File: src/rtl/wildcard_byte_pattern_scan_unit_defines.svh
// assertion macros shared by the wildcard byte pattern scan unit
// included by files that carry concurrent checks; no other dependencies
`ifndef WILDCARD_BYTE_PATTERN_SCAN_UNIT_DEFINES_SVH
`define WILDCARD_BYTE_PATTERN_SCAN_UNIT_DEFINES_SVH

// consequent must hold in the same cycle as the antecedent
`define WBPS_ASSERT_NOW(label, clk, rst, ante, cons, msg) \
   label: assert property (@(posedge clk) disable iff (rst) (ante) |-> (cons)) \
      else $error(msg);

// consequent must hold in the cycle after the antecedent
`define WBPS_ASSERT_NEXT(label, clk, rst, ante, cons, msg) \
   label: assert property (@(posedge clk) disable iff (rst) (ante) |=> (cons)) \
      else $error(msg);

`endif

File: src/rtl/wbps_pkg.sv
// types, constants and register indexes of the wildcard byte pattern scan unit
// used by every module of the block; no dependencies
`timescale 1ns / 1ps

package wbps_pkg;

   // default number of pattern cells
   localparam int MAX_PATTERN_BYTES_DEFAULT = 16;

   // field widths
   localparam int ADDR_WIDTH      = 48;
   localparam int OFFSET_WIDTH    = 32;
   localparam int MASK_WIDTH      = 16;
   localparam int LENGTH_WIDTH    = 5;
   localparam int CSR_DATA_WIDTH  = 64;
   localparam int CSR_INDEX_WIDTH = 3;

   // pattern bytes held in the two pattern registers
   localparam int REG_PATTERN_BYTES = 16;
   localparam int LOW_PATTERN_BYTES = 8;

   // register indexes
   localparam logic [CSR_INDEX_WIDTH-1:0] CSR_PATTERN_LOW  = 3'd0;
   localparam logic [CSR_INDEX_WIDTH-1:0] CSR_PATTERN_HIGH = 3'd1;
   localparam logic [CSR_INDEX_WIDTH-1:0] CSR_WILDCARD     = 3'd2;
   localparam logic [CSR_INDEX_WIDTH-1:0] CSR_LENGTH       = 3'd3;
   localparam logic [CSR_INDEX_WIDTH-1:0] CSR_BASE         = 3'd4;
   localparam logic [CSR_INDEX_WIDTH-1:0] CSR_OFFSET       = 3'd5;

   // per-request control broadcast to every cell
   typedef struct packed {
      logic step;   // shift the match vector by one byte
      logic clear;  // region ends, drop all partial matches
   } wbps_ctl_type;

   // one result item
   typedef struct packed {
      logic                  found;
      logic [ADDR_WIDTH-1:0] addr;
   } wbps_result_type;

endpackage

File: src/rtl/wbps_cell.sv
// one position of the shift-and match row: compares the request byte with
// its pattern byte and keeps one partial-match bit; uses wbps_pkg
`timescale 1ns / 1ps

module wbps_cell import wbps_pkg::*; (
   input  logic         clock,
   input  logic         reset,
   input  wbps_ctl_type ctl,
   input  logic [7:0]   data_byte,
   input  logic [7:0]   pattern_byte,
   input  logic         wild,
   input  logic         active,
   input  logic         prev_hit,
   output logic         hit_in,
   output logic         hit_ff
);

   // prefix through this position matches when the previous one did last byte
   assign hit_in = prev_hit & active & (wild | (data_byte == pattern_byte));

   // partial-match bit
   always_ff @(posedge clock) begin
      if (reset) begin
         hit_ff <= 1'b0;
      end else if (ctl.clear) begin
         hit_ff <= 1'b0;
      end else if (ctl.step) begin
         hit_ff <= hit_in;
      end
   end

endmodule

File: src/rtl/wbps_rsp_skid.sv
// two-entry result buffer: output register plus skid stage, so requests keep
// flowing while a result waits; uses wbps_pkg
`timescale 1ns / 1ps

module wbps_rsp_skid import wbps_pkg::*; (
   input  logic            clock,
   input  logic            reset,
   input  logic            push,
   input  wbps_result_type push_data,
   output logic            has_room,
   output logic            rsp_valid,
   input  logic            rsp_ready,
   output wbps_result_type rsp_data
);

   logic            out_valid_ff, out_valid_in;
   wbps_result_type out_data_ff, out_data_in;
   logic            skid_valid_ff, skid_valid_in;
   wbps_result_type skid_data_ff, skid_data_in;
   logic            out_free;

   assign out_free  = !out_valid_ff || rsp_ready;
   assign has_room  = !skid_valid_ff;
   assign rsp_valid = out_valid_ff;
   assign rsp_data  = out_data_ff;

   // next state of both entries, oldest result always in the output register
   always_comb begin
      out_valid_in  = out_valid_ff;
      out_data_in   = out_data_ff;
      skid_valid_in = skid_valid_ff;
      skid_data_in  = skid_data_ff;
      if (out_free) begin
         if (skid_valid_ff) begin
            out_valid_in  = 1'b1;
            out_data_in   = skid_data_ff;
            skid_valid_in = push;
            skid_data_in  = push_data;
         end else begin
            out_valid_in = push;
            out_data_in  = push_data;
         end
      end else if (push) begin
         skid_valid_in = 1'b1;
         skid_data_in  = push_data;
      end
   end

   // valid flags
   always_ff @(posedge clock) begin
      if (reset) begin
         out_valid_ff  <= 1'b0;
         skid_valid_ff <= 1'b0;
      end else begin
         out_valid_ff  <= out_valid_in;
         skid_valid_ff <= skid_valid_in;
      end
   end

   // payload
   always_ff @(posedge clock) begin
      out_data_ff  <= out_data_in;
      skid_data_ff <= skid_data_in;
   end

endmodule

File: src/rtl/wildcard_byte_pattern_scan_unit.sv
// A result is registered into the result buffer's output register, or into its skid entry while rsp stalls.
// One byte per cycle while the skid entry is free; each shift-and step is one pass through the cell
// row, and a two-entry result buffer keeps requests flowing while a result waits.
// Reset (synchronous, active high) clears match bits, byte counter, reported flag
// and the result buffer; registers return to pattern length 1, all others zero.
// Top level; uses wbps_pkg, wbps_cell, wbps_rsp_skid and the assertion macros.
`timescale 1ns / 1ps
`include "wildcard_byte_pattern_scan_unit_defines.svh"

module wildcard_byte_pattern_scan_unit import wbps_pkg::*; #(
   parameter int MAX_PATTERN_BYTES = MAX_PATTERN_BYTES_DEFAULT
) (
   input  logic                       clock,
   input  logic                       reset,
   // request stream
   input  logic                       req_tvalid,
   output logic                       req_tready,
   input  logic [7:0]                 req_tdata,   // [7:0] data_byte
   input  logic                       req_tlast,   // region_end
   // result stream
   output logic                       rsp_tvalid,
   input  logic                       rsp_tready,
   output logic [ADDR_WIDTH-1:0]      rsp_tdata,   // [47:0] match_address
   output logic                       rsp_tuser,   // found
   // register writes
   input  logic                       csr_valid,
   output logic                       csr_ready,
   input  logic [CSR_INDEX_WIDTH-1:0] csr_index,
   input  logic [CSR_DATA_WIDTH-1:0]  csr_data
);

   localparam int IDX_W = $clog2(MAX_PATTERN_BYTES);

   // registers
   logic [CSR_DATA_WIDTH-1:0] pat_low_ff;
   logic [CSR_DATA_WIDTH-1:0] pat_high_ff;
   logic [MASK_WIDTH-1:0]     wild_ff;
   logic [LENGTH_WIDTH-1:0]   len_ff;
   logic [ADDR_WIDTH-1:0]     base_ff;
   logic [OFFSET_WIDTH-1:0]   offset_ff;

   // scan state
   logic [ADDR_WIDTH-1:0]     byte_idx_ff, byte_idx_in;
   logic                      reported_ff, reported_in;

   logic                      req_take;
   logic [IDX_W-1:0]          lenm1;
   wbps_ctl_type              ctl;
   logic [MAX_PATTERN_BYTES-1:0] hit_next;
   logic [MAX_PATTERN_BYTES-1:0] hit_vec;
   logic                      full_hit;
   logic                      produce;
   wbps_result_type           result;
   wbps_result_type           rsp_data;
   logic                      has_room;

   assign csr_ready = 1'b1;

   // register file
   always_ff @(posedge clock) begin
      if (reset) begin
         pat_low_ff  <= '0;
         pat_high_ff <= '0;
         wild_ff     <= '0;
         len_ff      <= LENGTH_WIDTH'(1);
         base_ff     <= '0;
         offset_ff   <= '0;
      end else if (csr_valid) begin
         unique case (csr_index)
            CSR_PATTERN_LOW:  pat_low_ff  <= csr_data;
            CSR_PATTERN_HIGH: pat_high_ff <= csr_data;
            CSR_WILDCARD:     wild_ff     <= csr_data[MASK_WIDTH-1:0];
            CSR_LENGTH:       len_ff      <= csr_data[LENGTH_WIDTH-1:0];
            CSR_BASE:         base_ff     <= csr_data[ADDR_WIDTH-1:0];
            CSR_OFFSET:       offset_ff   <= csr_data[OFFSET_WIDTH-1:0];
            default: ;
         endcase
      end
   end

   // effective length minus one: zero length acts as one, long lengths saturate
   always_comb begin
      if (32'(len_ff) > MAX_PATTERN_BYTES) begin
         lenm1 = IDX_W'(MAX_PATTERN_BYTES - 1);
      end else if (len_ff == '0) begin
         lenm1 = '0;
      end else begin
         lenm1 = IDX_W'(len_ff - LENGTH_WIDTH'(1));
      end
   end

   assign req_tready = has_room;
   assign req_take   = req_tvalid && req_tready;

   assign ctl.step  = req_take && !reported_ff;
   assign ctl.clear = req_take && req_tlast;

   // row of match cells, each but the first fed by the stored bit of its left neighbor; the first is fed a one
   for (genvar i = 0; i < MAX_PATTERN_BYTES; i++) begin : g_cell
      logic [7:0] pbyte;
      logic       pwild;
      logic       prev;

      if (i < LOW_PATTERN_BYTES) begin : g_low
         assign pbyte = pat_low_ff[8*i +: 8];
         assign pwild = wild_ff[i];
      end else if (i < REG_PATTERN_BYTES) begin : g_high
         assign pbyte = pat_high_ff[8*(i-LOW_PATTERN_BYTES) +: 8];
         assign pwild = wild_ff[i];
      end else begin : g_none
         assign pbyte = 8'h00;
         assign pwild = 1'b0;
      end

      if (i == 0) begin : g_first
         assign prev = 1'b1;
      end else begin : g_rest
         assign prev = hit_vec[i-1];
      end

      wbps_cell u_cell (
         .clock        (clock),
         .reset        (reset),
         .ctl          (ctl),
         .data_byte    (req_tdata),
         .pattern_byte (pbyte),
         .wild         (pwild),
         .active       (IDX_W'(i) <= lenm1),
         .prev_hit     (prev),
         .hit_in       (hit_next[i]),
         .hit_ff       (hit_vec[i])
      );
   end

   // full match ends at this byte
   assign full_hit = hit_next[lenm1];
   assign produce  = req_take && !reported_ff && (full_hit || req_tlast);

   // result: base + (index - (length - 1)) + offset, or not found
   always_comb begin
      result.found = full_hit;
      if (full_hit) begin
         result.addr = base_ff + byte_idx_ff - ADDR_WIDTH'(lenm1)
                       + ADDR_WIDTH'(offset_ff);
      end else begin
         result.addr = '0;
      end
   end

   // byte counter and reported flag
   always_comb begin
      byte_idx_in = byte_idx_ff;
      reported_in = reported_ff;
      if (req_take) begin
         if (req_tlast) begin
            byte_idx_in = '0;
            reported_in = 1'b0;
         end else begin
            byte_idx_in = byte_idx_ff + ADDR_WIDTH'(1);
            reported_in = reported_ff || full_hit;
         end
      end
   end

   always_ff @(posedge clock) begin
      if (reset) begin
         byte_idx_ff <= '0;
         reported_ff <= 1'b0;
      end else begin
         byte_idx_ff <= byte_idx_in;
         reported_ff <= reported_in;
      end
   end

   // result buffer
   wbps_rsp_skid u_rsp (
      .clock     (clock),
      .reset     (reset),
      .push      (produce),
      .push_data (result),
      .has_room  (has_room),
      .rsp_valid (rsp_tvalid),
      .rsp_ready (rsp_tready),
      .rsp_data  (rsp_data)
   );

   assign rsp_tdata = rsp_data.addr;
   assign rsp_tuser = rsp_data.found;

   // checks
   `WBPS_ASSERT_NOW(a_not_found_zero, clock, reset, produce && !result.found, result.addr == '0, "not-found result carries an address")
   `WBPS_ASSERT_NOW(a_room_means_flow, clock, reset, !has_room, rsp_tvalid, "skid entry full while output register empty")
   `WBPS_ASSERT_NEXT(a_region_restart, clock, reset, req_take && req_tlast, byte_idx_ff == '0 && !reported_ff && hit_vec == '0, "scan state not cleared after region end")
   `WBPS_ASSERT_NEXT(a_one_report, clock, reset, req_take && full_hit && !reported_ff && !req_tlast, reported_ff, "match not recorded as reported")

endmodule
File: config.mk
export PLATFORM = sky130hd
export DESIGN_NAME = wildcard_byte_pattern_scan_unit
export DESIGN_NICKNAME = d
export VERILOG_FILES = /design/src/rtl/wbps_pkg.sv /design/src/rtl/wbps_cell.sv /design/src/rtl/wbps_rsp_skid.sv /design/src/rtl/wildcard_byte_pattern_scan_unit.sv
export VERILOG_INCLUDE_DIRS = /design/src /design/src/rtl
export SDC_FILE = /design/constraint.sdc
export NUM_CORES = 1
export LEC_CHECK = 0
export BUFFER_PORTS_ARGS = -buffer_cell sky130_fd_sc_hd__buf_4
export CORE_UTILIZATION = 60
export DETAILED_ROUTE_END_ITERATION = 12
export GPL_TIMING_DRIVEN = 1
export PLACE_DENSITY = 0.87
export SLEW_MARGIN = 20
export SYNTH_ARGS = -nofsm -noshare
export SYNTH_HDL_FRONTEND = slang
export SYNTH_SLANG_ARGS = --single-unit
File: constraint.sdc
create_clock -name clock -period 10.2 [get_ports clock]
set_clock_uncertainty 0.2 [all_clocks]
set_input_delay 0.51 -clock clock [delete_from_list [all_inputs] [get_ports clock]]
set_output_delay 0.51 -clock clock [all_outputs]
set_load 0.01 [all_outputs]
==> results.yml <==
run_status:
  status: "complete, no violations"
final_layout:
  n_antenna_cell: 0
  nets: 2829
  areaGrowthSynthToFinish_pct: 12.3
  final_area_um2: 23800
  final_util: 0.686
  drive_gt1_frac: 0.0903
  final_cells: 3090
  fillCellCount: 2665
sta:
  maxSlewViolCount: 0
  hold-worst-slack_ps: 18.0
  totalNegativeSetupSlack_ps: 0
  relSlewSlack: 0.310
  period_needed_ps: 6340
  fin_crit_sh: 0.621
  setup_viol: 0
  rsz0062_at_grt: "no"
  max_freq_mhz: 158
  tightestPinTransition_ps: 1030
  final-hold-violation-count: 0
  worst_slack_ps: 3860
logic_synthesis:
  synth_compound_area_frac: 0.139
  synth_edf_count: 98
  async_reset_ff_frac: 0
  syn_area_um2: 21200
  synth_commonest_cells: "nand2_1, a21oi_1, dfxtp_1"
  synthMuxAreaShare: 0.00704
  synth_fp_nets: 2770
  synth_area_leaders: "dfxtp_1, edfxtp_1, nand2_1"
  synth_top_family_by_area: "simple AND/OR/NAND/NOR gates"
  synth_area_per_cell_um2: 8.32
  yosysUniqueCellTypes: 74
  synth.yosys.seq_area_share: 0.418
  synthFlopType: "dfxtp_1"
  synth_top_cell_by_area: "dfxtp_1"
  synth_seq_cells: 393
  post-synth-top-area-fraction: 0.279
  synth_simple_gate_area_share: 0.185
  yosysWarnings: 0
  syn_inst: 2545
  synth_xor_area_frac: 0.0869
  synth_most_common_cell: "nand2_1"
  synth_fa_ha_area_frac: 0.0994
route:
  post-route-drc-count: 0
  initialDrtViolationCount: 1650
  highest_layer: "met4"
  vias: 17900
  ant_nets: 0
  wirelength_um: 54400
  via_per_inst: 5.80
  drtPass1Iterations: 6
  wl_met2_um: 26100
  routedLengthMet1_um: 23000
  met3_length_um: 3820
  wl_per_cell_um: 17.6
global_route:
  grt_first_pass_wirelength_um: 87500
  grt_max_degree: 86
  grt_pass1_vias: 17100
  grtUsageTotal: 0.302
  grt_remaining_overflow: 0
  grt_antenna_before_repair: 0
power:
  switchingPower_mw: 1.07
  internal_power_mw: 2.83
  leakagePower_nw: 9.51
  sw_frac_of_total: 0.273
  p_seq_frac: 0.432
  p_total_mw: 3.90
  power_density_nw_per_um2: 164
  pwr-share-clk: 0.394
  comb_power_share: 0.175
  peakVddDrop_mv: 0.120
floorplan:
  fp.dieArea_um2: 36000
  die_w_um: 190
  die_h_um: 190
  rows: 68
  start_util: 0.611
  coreArea_um2: 34600
  num_io_pins: 133
setup_path:
  startpoint: "len_ff[0]"
  crit_slowest_cell: "a21boi_0"
  cpPeakStageDelay_ps: 520
  r2r-start: "len_ff[0]"
  cp.required_ps: 10300
  worstSetupPathType: "flip-flop to flip-flop"
  path_cells: "inv_1 > ha_1 > or3b_1 > o21ai_0 > a21boi_0 > inv_1 > ha_1 > fa_1 > inv_1 > ha_1 > inv_1 > fa_1 > nand2b_1 > a21oi_1 > o2111ai_1 > nand4_1 > nand3_1 > a211oi_1 > nor2_1 > mux2_2 > a32o_1"
  cp_max_fo: 9
  start_kind: "flip-flop"
  cp-end-kind: "flip-flop"
  cp_common_cell: "inv_1"
  critical_path_arrival_ps: 6430
clocking:
  cts_tree: "built"
  clk_pin_slew_ps: 60
  cts_made_buffers: 42
  clockBufferDepth: 3
  htree_num_levels: 2
  cts_sinks: 393
  clk_latency_ps: 550
  cts-root-buf: "clkbuf_16"
place:
  port_buffers: 131
  routabilityCongestion: 0.928
  placed_cells: 3012
  place_area_um2: 22300
  dp_hpwl_um: 38300
  place_ws_ps: 3800
worst_hold_path:
  min-delay-start: "csr_data[50]"
  hp-class: "input pin to flip-flop"
run:
  cap_violations: 0
## power by group through the flow
stage,Clock [mW],Combinational (mW),Sequential (mW)
final,1.53,0.681,1.68
after global placement,0,0.647,1.72
after detailed placement,0,0.665,1.72
after floorplan,0,0.438,1.73
after CTS,1.55,0.672,1.68
after global routing,1.62,0.743,1.69
## flip-flops by register name, indices dropped and copies added, names as in the netlist
name / flops
base_ff: 48
byte_idx_ff: 48
g_cell.u_cell.hit_ff: 15
len_ff: 5
offset_ff: 32
pat_high_ff: 64
pat_low_ff: 64
reported_ff: 1
u_rsp.rsp_data: 49
u_rsp.rsp_valid: 1
u_rsp.skid_data_ff: 49
u_rsp.skid_valid_ff: 1
wild_ff: 16
## worst max-delay path: cells and delay by family (launching register included)
kind                       cells  cell delay, ps
buffers and inverters          4             460
and+or+nand+nor                5            1260
adders and majority gates      5            1530
AOI/OAI and AO/OA              6            1920
DFF                            1             400
muxes                          1             310
## cell type report
type	instances	area, µm²	share of cell area
Clock buffer	63	1240	0.0521
Clock inverter	12	135	0.00569
Inverter	218	818	0.0344
Multi-Input combinational cell	1800	11000	0.464
Sequential cell	393	8850	0.372
Tap cell	455	569	0.0240
Timing Repair Buffer	149	1130	0.0476
## worst paths after layout
check             slack (ps)                       to  cells past startpoint
setup reg to reg        3860       u_rsp.rsp_data[43]                     21
setup / recovery        3860       u_rsp.rsp_data[43]                     21
hold / removal            20           pat_low_ff[50]                      3
hold reg to reg          260  g_cell[3].u_cell.hit_ff                      2
## layout by cell type (no fill, tap or decap), drive strengths merged, types with 21 or more instances in the layout
cell	n
a21oi	316
nor2	144
xor2	135
nand4	25
fa	36
buf	146
nor4	27
nor3	25
nand2	589
a21o	21
nand3	40
edfxtp	98
dfxtp	295
ha	108
o31ai	38
o21ai	44
xnor2	75
clkbuf	63
inv	219
## per-layer routing
| layer | GRT usage | vias up |
|---|---|---|
| met5 | 0 | - |
| met4 | 0.0943 | 0 |
| met3 | 0.0419 | 111 |
| met2 | 0.509 | 692 |
| met1 | 0.402 | 8563 |
| li1 | - | 8547 |
## repair_timing
action | CTS | global route
setup buffers | 0 | 0
gates resized for setup | 0 | 0
hold buffers | 3 | 0
hold endpoints to repair | 3 | 0
## kinds of logic after synthesis
logic type      after synthesis
mux                          14
other cells                   1
simple gates                927
xor+xnor                    210
flops                       393
buf+inv                     352
compound gates              501
fa+ha+maj                   147
Power figures use the tool's default switching activity.
